[src/hw/rtl/etok_pkg.sv]
// Shared types and token kind codes for the expression token scanner.
package etok_pkg;

  localparam int TokFieldW = 16;
  localparam int KindW     = 4;

  localparam logic [KindW-1:0] KIND_EOF     = 4'd0;
  localparam logic [KindW-1:0] KIND_IDENT   = 4'd1;
  localparam logic [KindW-1:0] KIND_INT     = 4'd2;
  localparam logic [KindW-1:0] KIND_FLOAT   = 4'd3;
  localparam logic [KindW-1:0] KIND_PLUS    = 4'd4;
  localparam logic [KindW-1:0] KIND_MINUS   = 4'd5;
  localparam logic [KindW-1:0] KIND_MUL     = 4'd6;
  localparam logic [KindW-1:0] KIND_DIV     = 4'd7;
  localparam logic [KindW-1:0] KIND_LPAREN  = 4'd8;
  localparam logic [KindW-1:0] KIND_RPAREN  = 4'd9;
  localparam logic [KindW-1:0] KIND_ASSIGN  = 4'd10;
  localparam logic [KindW-1:0] KIND_NEWLINE = 4'd11;
  localparam logic [KindW-1:0] KIND_UNKNOWN = 4'd12;

  localparam logic [7:0] CH_EOT   = 8'h00;
  localparam logic [7:0] CH_TAB   = 8'h09;
  localparam logic [7:0] CH_LF    = 8'h0a;
  localparam logic [7:0] CH_CR    = 8'h0d;
  localparam logic [7:0] CH_SPACE = 8'h20;
  localparam logic [7:0] CH_DOT   = 8'h2e;
  localparam logic [7:0] CH_UNDER = 8'h5f;

  localparam int QueueDepth = 4;
  localparam int QueuePtrW  = 2;
  localparam int QueueCntW  = 3;

  typedef struct packed {
    logic             is_letter;
    logic             is_digit;
    logic             is_space;
    logic             is_eot;
    logic             is_dot;
    logic             is_newline;
    logic [KindW-1:0] op_kind;
  } class_t;

  typedef struct packed {
    logic [KindW-1:0]     kind;
    logic [TokFieldW-1:0] start;
    logic [TokFieldW-1:0] len;
    logic [TokFieldW-1:0] line;
    logic                 last;
  } tok_t;

  typedef struct packed {
    logic [QueueCntW-1:0] count;
    logic                 room;
  } q_stat_t;

endpackage

[src/hw/rtl/etok_classify.sv]
// Byte classifier: character classes and one-byte token kind.
module etok_classify (
  input  logic [7:0]      code,
  output etok_pkg::class_t cls
);
  import etok_pkg::*;

  always_comb begin
    cls.is_letter  = (code >= 8'h61 && code <= 8'h7a) ||
                     (code >= 8'h41 && code <= 8'h5a) || (code == CH_UNDER);
    cls.is_digit   = (code >= 8'h30 && code <= 8'h39);
    cls.is_space   = (code == CH_SPACE) || (code == CH_TAB) || (code == CH_CR);
    cls.is_eot     = (code == CH_EOT);
    cls.is_dot     = (code == CH_DOT);
    cls.is_newline = (code == CH_LF);
    case (code)
      8'h2b:   cls.op_kind = KIND_PLUS;
      8'h2d:   cls.op_kind = KIND_MINUS;
      8'h2a:   cls.op_kind = KIND_MUL;
      8'h2f:   cls.op_kind = KIND_DIV;
      8'h28:   cls.op_kind = KIND_LPAREN;
      8'h29:   cls.op_kind = KIND_RPAREN;
      8'h3d:   cls.op_kind = KIND_ASSIGN;
      CH_LF:   cls.op_kind = KIND_NEWLINE;
      default: cls.op_kind = KIND_UNKNOWN;
    endcase
  end

endmodule

[src/hw/rtl/etok_core.sv]
// Scan state and token generation: up to two tokens per byte.
module etok_core #(
  parameter int PW = 16
) (
  input  logic             clk,
  input  logic             rst,
  input  logic             fire,
  input  etok_pkg::class_t cls,
  output etok_pkg::tok_t   res0,
  output etok_pkg::tok_t   res1,
  output logic [1:0]       res_count
);
  import etok_pkg::*;

  typedef enum logic [1:0] {MODE_IDLE, MODE_IDENT, MODE_INT, MODE_FRAC} mode_t;

  localparam logic [PW-1:0] CntMax = {PW{1'b1}};
  localparam logic [PW-1:0] One    = {{(PW-1){1'b0}}, 1'b1};

  mode_t         mode, mode_next;
  logic [PW-1:0] token_start, token_start_next;
  logic [PW-1:0] byte_position, byte_position_next;
  logic [PW-1:0] line_count, line_count_next;

  logic [PW-1:0]    pos_inc, line_inc, close_len;
  logic             extend, have_close, have_second;
  logic [KindW-1:0] close_kind;
  tok_t             close_tok, sec_tok;

  function automatic tok_t mk_tok(logic [KindW-1:0] kind, logic [PW-1:0] start,
                                  logic [PW-1:0] len, logic [PW-1:0] line);
    logic [31:0] s32, l32, n32;
    tok_t        t;
    s32 = 32'(start);
    l32 = 32'(len);
    n32 = 32'(line);
    t.kind  = kind;
    t.start = s32[TokFieldW-1:0];
    t.len   = l32[TokFieldW-1:0];
    t.line  = n32[TokFieldW-1:0];
    t.last  = 1'b0;
    return t;
  endfunction

  assign pos_inc   = (byte_position == CntMax) ? CntMax : byte_position + One;
  assign line_inc  = (line_count == CntMax) ? CntMax : line_count + One;
  assign close_len = (byte_position >= token_start) ? byte_position - token_start : '0;

  always_comb begin
    unique case (mode)
      MODE_IDLE:  begin extend = 1'b0;                           close_kind = KIND_EOF;   end
      MODE_IDENT: begin extend = cls.is_letter || cls.is_digit;  close_kind = KIND_IDENT; end
      MODE_INT:   begin extend = cls.is_digit || cls.is_dot;     close_kind = KIND_INT;   end
      MODE_FRAC:  begin extend = cls.is_digit;                   close_kind = KIND_FLOAT; end
      default:    begin extend = 1'b0;                           close_kind = KIND_EOF;   end
    endcase
  end

  always_comb begin
    mode_next          = mode;
    token_start_next   = token_start;
    byte_position_next = byte_position;
    line_count_next    = line_count;
    have_close         = 1'b0;
    have_second        = 1'b0;
    close_tok          = mk_tok(close_kind, token_start, close_len, line_count);
    sec_tok            = mk_tok(KIND_EOF, byte_position, '0, line_count);
    if (mode != MODE_IDLE && extend) begin
      byte_position_next = pos_inc;
      if (mode == MODE_INT && cls.is_dot) begin
        mode_next = MODE_FRAC;
      end
    end else begin
      if (mode != MODE_IDLE) begin
        have_close = 1'b1;
        mode_next  = MODE_IDLE;
      end
      if (cls.is_eot) begin
        have_second        = 1'b1;
        byte_position_next = '0;
        line_count_next    = One;
      end else if (cls.is_space) begin
        byte_position_next = pos_inc;
      end else if (cls.is_letter || cls.is_digit) begin
        mode_next          = cls.is_digit ? MODE_INT : MODE_IDENT;
        token_start_next   = byte_position;
        byte_position_next = pos_inc;
      end else begin
        have_second        = 1'b1;
        byte_position_next = pos_inc;
        if (cls.is_newline) begin
          line_count_next = line_inc;
        end
        sec_tok = mk_tok(cls.op_kind, byte_position, One,
                         cls.is_newline ? line_inc : line_count);
      end
    end
  end

  always_comb begin
    if (have_close) begin
      res0      = close_tok;
      res1      = sec_tok;
      res_count = have_second ? 2'd2 : 2'd1;
    end else begin
      res0      = sec_tok;
      res1      = sec_tok;
      res_count = have_second ? 2'd1 : 2'd0;
    end
    res0.last = (res_count == 2'd1);
    res1.last = 1'b1;
  end

  always_ff @(posedge clk) begin
    if (rst) begin
      mode          <= MODE_IDLE;
      token_start   <= '0;
      byte_position <= '0;
      line_count    <= One;
    end else if (fire) begin
      mode          <= mode_next;
      token_start   <= token_start_next;
      byte_position <= byte_position_next;
      line_count    <= line_count_next;
    end
  end

endmodule

[src/hw/rtl/etok_queue.sv]
// Four-entry result queue taking up to two tokens per cycle, giving one.
module etok_queue (
  input  logic              clk,
  input  logic              rst,
  input  logic [1:0]        push_count,
  input  etok_pkg::tok_t    push0,
  input  etok_pkg::tok_t    push1,
  input  logic              pop,
  output etok_pkg::tok_t    head,
  output etok_pkg::q_stat_t stat
);
  import etok_pkg::*;

  tok_t                 mem [QueueDepth];
  logic [QueuePtrW-1:0] wr_ptr, rd_ptr, wr_ptr_alt;
  logic [QueueCntW-1:0] count;

  assign wr_ptr_alt = wr_ptr + QueuePtrW'(1);
  assign head       = mem[rd_ptr];
  assign stat.count = count;
  assign stat.room  = (count <= QueueCntW'(QueueDepth - 2));

  always_ff @(posedge clk) begin
    if (push_count != 2'd0) begin
      mem[wr_ptr] <= push0;
    end
    if (push_count == 2'd2) begin
      mem[wr_ptr_alt] <= push1;
    end
  end

  always_ff @(posedge clk) begin
    if (rst) begin
      wr_ptr <= '0;
      rd_ptr <= '0;
      count  <= '0;
    end else begin
      wr_ptr <= wr_ptr + QueuePtrW'(push_count);
      rd_ptr <= rd_ptr + QueuePtrW'(pop);
      count  <= count + QueueCntW'(push_count) - QueueCntW'(pop);
    end
  end

endmodule

[src/hw/rtl/expression_token_scanner.sv]
// Top level of the expression token scanner.
//
// Takes one text byte per transaction on s_* (byte 0 ends the text) and gives
// one token per transaction on m_*, with m_tlast set on the last token caused
// by a byte. A byte is taken every cycle as long as the four-entry result
// queue has room for two tokens; a byte that gives two tokens (a closing
// identifier or number plus a one-byte or end-of-text token) needs an output
// transaction for each, so sustained input rate is one byte per cycle up to
// the output token rate. A byte waits in the input register until the queue
// has room. Positions and line counts are POSITION_WIDTH bits wide and
// saturate; the output fields carry their low 16 bits.
module expression_token_scanner #(
  parameter int POSITION_WIDTH = 16
) (
  input  logic        clk,
  input  logic        rst,
  input  logic        s_tvalid,
  output logic        s_tready,
  input  logic [7:0]  s_tdata,   // [7:0] char_code
  output logic        m_tvalid,
  input  logic        m_tready,
  output logic [55:0] m_tdata,   // [3:0] token_kind, [19:4] start_position,
                                 // [35:20] token_length, [51:36] line_number
  output logic        m_tlast
);
  import etok_pkg::*;

  logic       in_valid;
  logic [7:0] in_code;
  logic       fire, pop;
  logic [1:0] res_count, push_count;
  class_t     cls;
  tok_t       res0, res1, head;
  q_stat_t    stat;

  assign fire       = in_valid && stat.room;
  assign s_tready   = !in_valid || fire;
  assign push_count = fire ? res_count : 2'd0;
  assign m_tvalid   = (stat.count != '0);
  assign pop        = m_tvalid && m_tready;
  assign m_tdata    = {4'b0, head.line, head.len, head.start, head.kind};
  assign m_tlast    = head.last;

  always_ff @(posedge clk) begin
    if (rst) begin
      in_valid <= 1'b0;
    end else if (s_tready) begin
      in_valid <= s_tvalid;
    end
  end

  always_ff @(posedge clk) begin
    if (s_tvalid && s_tready) begin
      in_code <= s_tdata;
    end
  end

  etok_classify u_classify (
    .code (in_code),
    .cls  (cls)
  );

  etok_core #(.PW(POSITION_WIDTH)) u_core (
    .clk       (clk),
    .rst       (rst),
    .fire      (fire),
    .cls       (cls),
    .res0      (res0),
    .res1      (res1),
    .res_count (res_count)
  );

  etok_queue u_queue (
    .clk        (clk),
    .rst        (rst),
    .push_count (push_count),
    .push0      (res0),
    .push1      (res1),
    .pop        (pop),
    .head       (head),
    .stat       (stat)
  );

`ifndef SYNTHESIS
  a_queue_bound: assert property (@(posedge clk) disable iff (rst)
    stat.count <= QueueCntW'(QueueDepth))
    else $error("result queue overflow");

  a_kind_range: assert property (@(posedge clk) disable iff (rst)
    m_tvalid |-> m_tdata[3:0] <= KIND_UNKNOWN)
    else $error("token kind out of range");

  a_eof_form: assert property (@(posedge clk) disable iff (rst)
    (m_tvalid && m_tdata[3:0] == KIND_EOF) |-> (m_tdata[35:20] == '0 && m_tlast))
    else $error("eof token malformed");

  a_stall_holds: assert property (@(posedge clk) disable iff (rst)
    !s_tready |-> (in_valid && !stat.room))
    else $error("input stalled without cause");
`endif

endmodule

[config.mk]
export PLATFORM = sky130hd
export DESIGN_NAME = expression_token_scanner
export DESIGN_NICKNAME = d
export VERILOG_FILES = /design/src/hw/rtl/etok_pkg.sv /design/src/hw/rtl/etok_classify.sv /design/src/hw/rtl/etok_core.sv /design/src/hw/rtl/etok_queue.sv /design/src/hw/rtl/expression_token_scanner.sv
export SDC_FILE = /design/constraint.sdc
export NUM_CORES = 1
export LEC_CHECK = 0
export ABC_AREA = 1
export BUFFER_PORTS_ARGS = -buffer_cell sky130_fd_sc_hd__buf_2
export CAP_MARGIN = 20
export CORE_ASPECT_RATIO = 1.25
export CORE_MARGIN = 2
export CORE_UTILIZATION = 62
export DETAILED_ROUTE_END_ITERATION = 12
export PLACE_DENSITY = 0.88
export REMOVE_ABC_BUFFERS = 1
export SYNTH_ARGS = -nofsm -noshare
export SYNTH_HDL_FRONTEND = slang
export SYNTH_SLANG_ARGS = --single-unit
[constraint.sdc]
create_clock -name clk -period 4.2 [get_ports clk]
set_input_delay 0.42 -clock clk [delete_from_list [all_inputs] [get_ports clk]]
set_output_delay 0.42 -clock clk [all_outputs]
set_load 0.01 [all_outputs]
### After elaboration in Yosys (flattened, before gate mapping)

Memory sizes are Yosys's and may differ from the RTL's. A register that Yosys moved wholly into a read port is not among the register bits.
Cells that the tools add are included.

* bits in writable memories: 212
* output and inout port bits: 59
* memories: 1
* register bits: 66

* bitwise gates (word level): 3
* $lt $le $gt $ge: 8
* muxes and demuxes: 39
* equality and inequality tests: 23
* reductions and logical operators: 24
* add/subtract/negate cells: 8

Memory list
* u_queue.mem: depth 4, bits a word 53, read ports 1, clocked after Yosys merged registers in 1, write ports 2, RTL line etok_queue.sv:14 `tok_t mem [QueueDepth];`

Operators with widths (number)
* $mux 53: 5
* $mux 16: 9
* $eq 8x6->1 const B: 9
* $add 16x1->16 const B: 2
* $eq 16x16->1 const B: 2
* $pmux 4 s8: 1
* $eq 8x4->1 const B: 3
* $mux 2: 11
* $ge 16x16->1: 1
* $ge 8x7->1 const B: 2
* $le 8x7->1 const B: 2
* $pmux 4 s4: 1
* $sub 16x16->16: 1
* $mux 1: 11
* $eq 8x7->1 const B: 1
* $ge 8x6->1 const B: 1
* $le 8x6->1 const B: 1
* $logic_and 1x1->1: 8
* $logic_not 8->1: 1
* $logic_or 1x1->1: 7
* $eq 2x2->1 const B: 3
* $ne 2x2->1 const B: 3
* $reduce_and 5->1: 1
* $eq 2x1->1 const B: 2
* other kinds (14): 17

### Depth between registers and ports, before layout

* depth in word-level cells: 15
* gate-level depth with buffers: 22
* mapped depth without buffers: 20

### Cells and area by module

A second synthesis with hierarchy kept.

* cells, all modules: 2086
* area, all modules: 16198.0 µm²

By module, submodules not included
* etok_queue: cells each 1204, area an instance 11003.1 µm², times used 1
* etok_core: cells each 792, area an instance 4564.4 µm², times used 1
* expression_token_scanner: cells each 29, area an instance 362.8 µm², times used 1
* etok_classify: cells each 61, area an instance 267.8 µm², times used 1

### Worst setup path before layout

Ideal clock, no wire load.

* path type: register -> register
* start point: register in_code[7]
* end point: memory u_queue.mem[2][26] (netlist name)
* clock period less this slack: 3.777 ns
* buffers on the path: 2
* slack: 0.423 ns
* library setup time: 0.114 ns
* stages on the path, launching flop included: 21
* data arrival time: 3.663 ns
* required time: 4.086 ns
* cell sequence: edfxtp_1 -> nor2_1 -> nand3_1 -> inv_1 -> nand3_1 -> nand3_2 -> nand2_2 -> clkbuf_1 -> nand2_1 -> nor2_1 -> ha_1 -> inv_1 -> nor2_1 -> nor2_4 -> nor2_2 -> inv_2 -> nand2_1 -> inv_2 -> buf_2 -> nand2_1 -> nand2_1

RTL lines
* start: declaration: RTL line expression_token_scanner.sv:29 `logic [7:0] in_code;`
* start signal: assignment: RTL line expression_token_scanner.sv:54 `in_code <= s_tdata;`
* end: declaration: RTL line etok_queue.sv:14

==> run summary <==
Global Route met3 Usage = 3.839%
Hold path cells = 1
Port Buffers = 66
Top area cells in the synthesized netlist = edfxtp_1, dfxtp_1, nand2_1
Leak Pwr = 6.560 nW
Antenna-violating nets left = 0
Mapped Area = 15020 µm²
Row Count = 63
Met1 usage = 41.38%
Fin nets = 2054
Synth top area share = 31.19%
Wirelength, routed = 44340 µm
Synth warnings = 0
CP Capture Type = flip-flop
GR Util met2 = 61.36%
Worst Hold Endpoint = in_code[0]
Tot Pwr = 8.337 mW
Global route hottest layer = met2
Core ar. = 23730 µm²
Clk buf depth = 3
Number of top-level design ports = 71
CTS tree = done
Vias = 14580
Worst hold margin = 0.04465 ns
FF+latch count, synth = 278
Class of the worst hold path = in2reg
Post-synthesis instance total = 1998
Maxcap violations = 0
Starting density of the core = 63.30%
Setup Fix Bufs, Post-CTS = 0
Post-DP HPWL = 28160 µm
Inserted Diodes = 0
Max VDD drop = 0.0003291 V
First-pass GRT wire length = 70160 µm
R2r startpoint = in_code[6]
Status = finished clean
Fin crit share = 80.43%
Power Density = 502.8 nW/µm²
Vias per inst = 6.163
Fin. Hold Viols = 0
Routability Congestion = 0.9533
TNS Setup = 0 ns
Die area = 25490 µm²
Post-CTS sizing = 0
Initial antenna violation count = 0
Clock slew at reported path FFs = 0.07 ns
WP data arrival = 3.77 ns
Final Skew = 0.01431 ns
Critical path, cell by cell = nor2_1 -> nand3_1 -> inv_1 -> nand3_1 -> nand3_2 -> nand2_2 -> nand2_1 -> nor2_1 -> ha_1 -> inv_1 -> nor2_1 -> nor2_4 -> nor2_4 -> buf_4 -> nand3_1 -> o21ai_0
DIE WIDTH = 143.2 µm
Relative slew slack = 27.26%
Required time of the critical path = 4.60 ns
RSZ-0062 raised after global routing = false
Setup CP Type = reg2reg
Critical path's slowest cell = buf_4
Area Overhead vs Synth = 10.41%
Min Tclk post-route = 3.378 ns
Avg Inst Size Synth = 7.517 µm²
Worst R2R Path Depth = 16
Synth area leader = edfxtp_1
Slew @ Worst Pin = 1.087 ns
Setup-failing EPs final = 0
CTS root buf = clkbuf_16
Grt ovf = 0
Htree depth = 1
Yosys cell types = 40
Seq/Total Area, Yosys = 47.45%
Post-DR wirelength/cell = 18.74 µm
Worst skew pair latency = 0.56 ns
Vias in the first global route = 14130
Worst Path Max Fanout = 50
Share of layout cells above drive strength 1 = 9.505%
CTS hold repair buffers = 0
Fill cells = 1832
Slowest stage delay, CP = 0.56 ns
Clock Sinks = 278
Largest net degree at the start of global routing = 73
Reg-to-reg endpoint = u_queue.mem[2][8]
Max Clock Freq = 296.0 MHz
All-Layer GR Usage = 34.54%
Critical Path Source Type = flip-flop
DRC = 0
FF-to-FF setup slack = 0.82 ns
Hold Path Origin = s_tdata[0]
Starting DRC count in detailed routing = 1763
Die Ht = 178.0 µm
Drt pass-1 iters = 5
Inserted Clock Buffers = 29
Final slew viol count = 0
sequential cells by signal, summed over array words and instances (netlist names):
signal	flops
u_core.line_count	16
u_core.token_start	16
u_queue.mem	212
u_queue.count	3
u_core.mode	2
u_core.byte_position	16
in_valid	1
in_code	8
u_queue.rd_ptr	2
u_queue.wr_ptr	2
cells by family (layout without fill, tap and decap cells):
family	count (synthesis)	count (layout)	share of synthesized area, %
AOI/OAI and AO/OA	371	371	12.94
xor gates and xnor gates	19	19	1.108
adders and majority gates	24	24	2.099
buffers and inverters	234	274	6.314
DFF	278	278	47.45
other	1	4	0.02497
and+or+nand+nor	1071	1071	30.06
worst max-delay path by stage:
| stage | from | end | slack, ns | cells after the start |
|---|---|---|---|---|
| floorplan | in_code[3] | u_queue.mem[2][51] | -0.50 | 16 |
| global placement | in_code[7] | u_queue.mem[3][50] | 1.04 | 16 |
| detailed placement | in_code[7] | u_queue.mem[3][32] | 0.89 | 18 |
| CTS | in_code[6] | u_queue.mem[3][18] | 0.86 | 18 |
| global route | in_code[7] | u_queue.mem[3][30] | 0.57 | 18 |
| finish | in_code[6] | u_queue.mem[2][8] | 0.82 | 16 |
worst max-delay path: cells and delay by family (launching register included):
family,cells,cell delay [ns]
buffers and inverters,3,0.80
AOI/OAI and AO/OA,1,0.13
DFF,1,0.40
adders and majority gates,1,0.28
and+or+nand+nor,11,1.55
final cells by class:
cell class                      instances  area, µm²  area share (%)
Inverter                              124      466.7           2.814
Multi-Input combinational cell       1489       6975           42.07
Tap cell                              325      406.6           2.452
Clock inverter                         16      171.4           1.034
Sequential cell                       278       7132           43.01
Clock buffer                           38      812.0           4.897
Timing Repair Buffer                   96      618.1           3.727
where the power goes:
| part | internal (mW) | switching, mW | total [mW] | leakage [nW] |
|---|---|---|---|---|
| clock network | 1.55 | 1.10 | 2.66 | 0.483 |
| registers | 3.07 | 0.195 | 3.26 | 2.28 |
| logic | 0.730 | 1.69 | 2.42 | 3.80 |
| total | 5.35 | 2.99 | 8.34 | 6.56 |
metrics by stage:
step	instances	cell area, µm²	utilization [%]	setup WS, ns
after floorplan	1891	14550	-	-0.5017
after global placement	2312	15600	65.74	1.037
after CTS	2366	16580	69.89	0.8640
after global routing	2366	16580	69.89	0.5692
after detailed placement	2312	15600	65.74	0.8896
final	2366	16580	69.89	0.8218
placed cells by master (no fill, tap or decap), types with 3 or more instances in the layout:
cell type,synthesis,layout
xor2_1,9,9
or2_2,5,5
buf_2,25,66
nor2_4,5,8
o21ai_1,3,3
dfxtp_1,122,120
bufinv_16,0,3
nor2_2,12,9
o21ai_0,239,239
xnor2_1,10,10
a21oi_1,67,67
o22ai_1,56,56
nor2_1,214,214
nand2_1,570,568
buf_12,0,5
clkinv_2,1,6
clkbuf_1,73,6
nor3_1,8,8
inv_2,12,13
nand3_1,215,215
nand4_1,23,23
edfxtp_1,156,156
clkinv_1,2,4
nand3b_1,6,6
o211ai_1,3,3
conb_1,1,4
inv_1,109,108
nand2_2,7,9
buf_4,6,25
clkbuf_16,0,31
ha_1,22,22
routing by layer:
layer | up-vias | part of all wire, %
met4 | 0 | 5.0
li1 | 6757 | -
met2 | 923 | 50
met3 | 193 | 9.9
met1 | 6709 | 35
met5 | - | 0
Yosys cell counts, drive strengths merged:
cell type / count
nand3: 216
nand4: 23
nor3b: 1
clkinv: 3
dfxtp: 122
edfxtp: 156
or2: 5
nand3b: 6
clkbuf: 73
a21boi: 1
conb: 1
nor3: 10
nand2: 578
o22ai: 56
o211ai: 3
o21bai: 1
o21ai: 242
buf: 37
xor2: 9
and2: 1
fa: 2
nor2: 231
inv: 121
a21oi: 68
ha: 22
xnor2: 10
No activity file was read; power rests on OpenSTA's default activity.
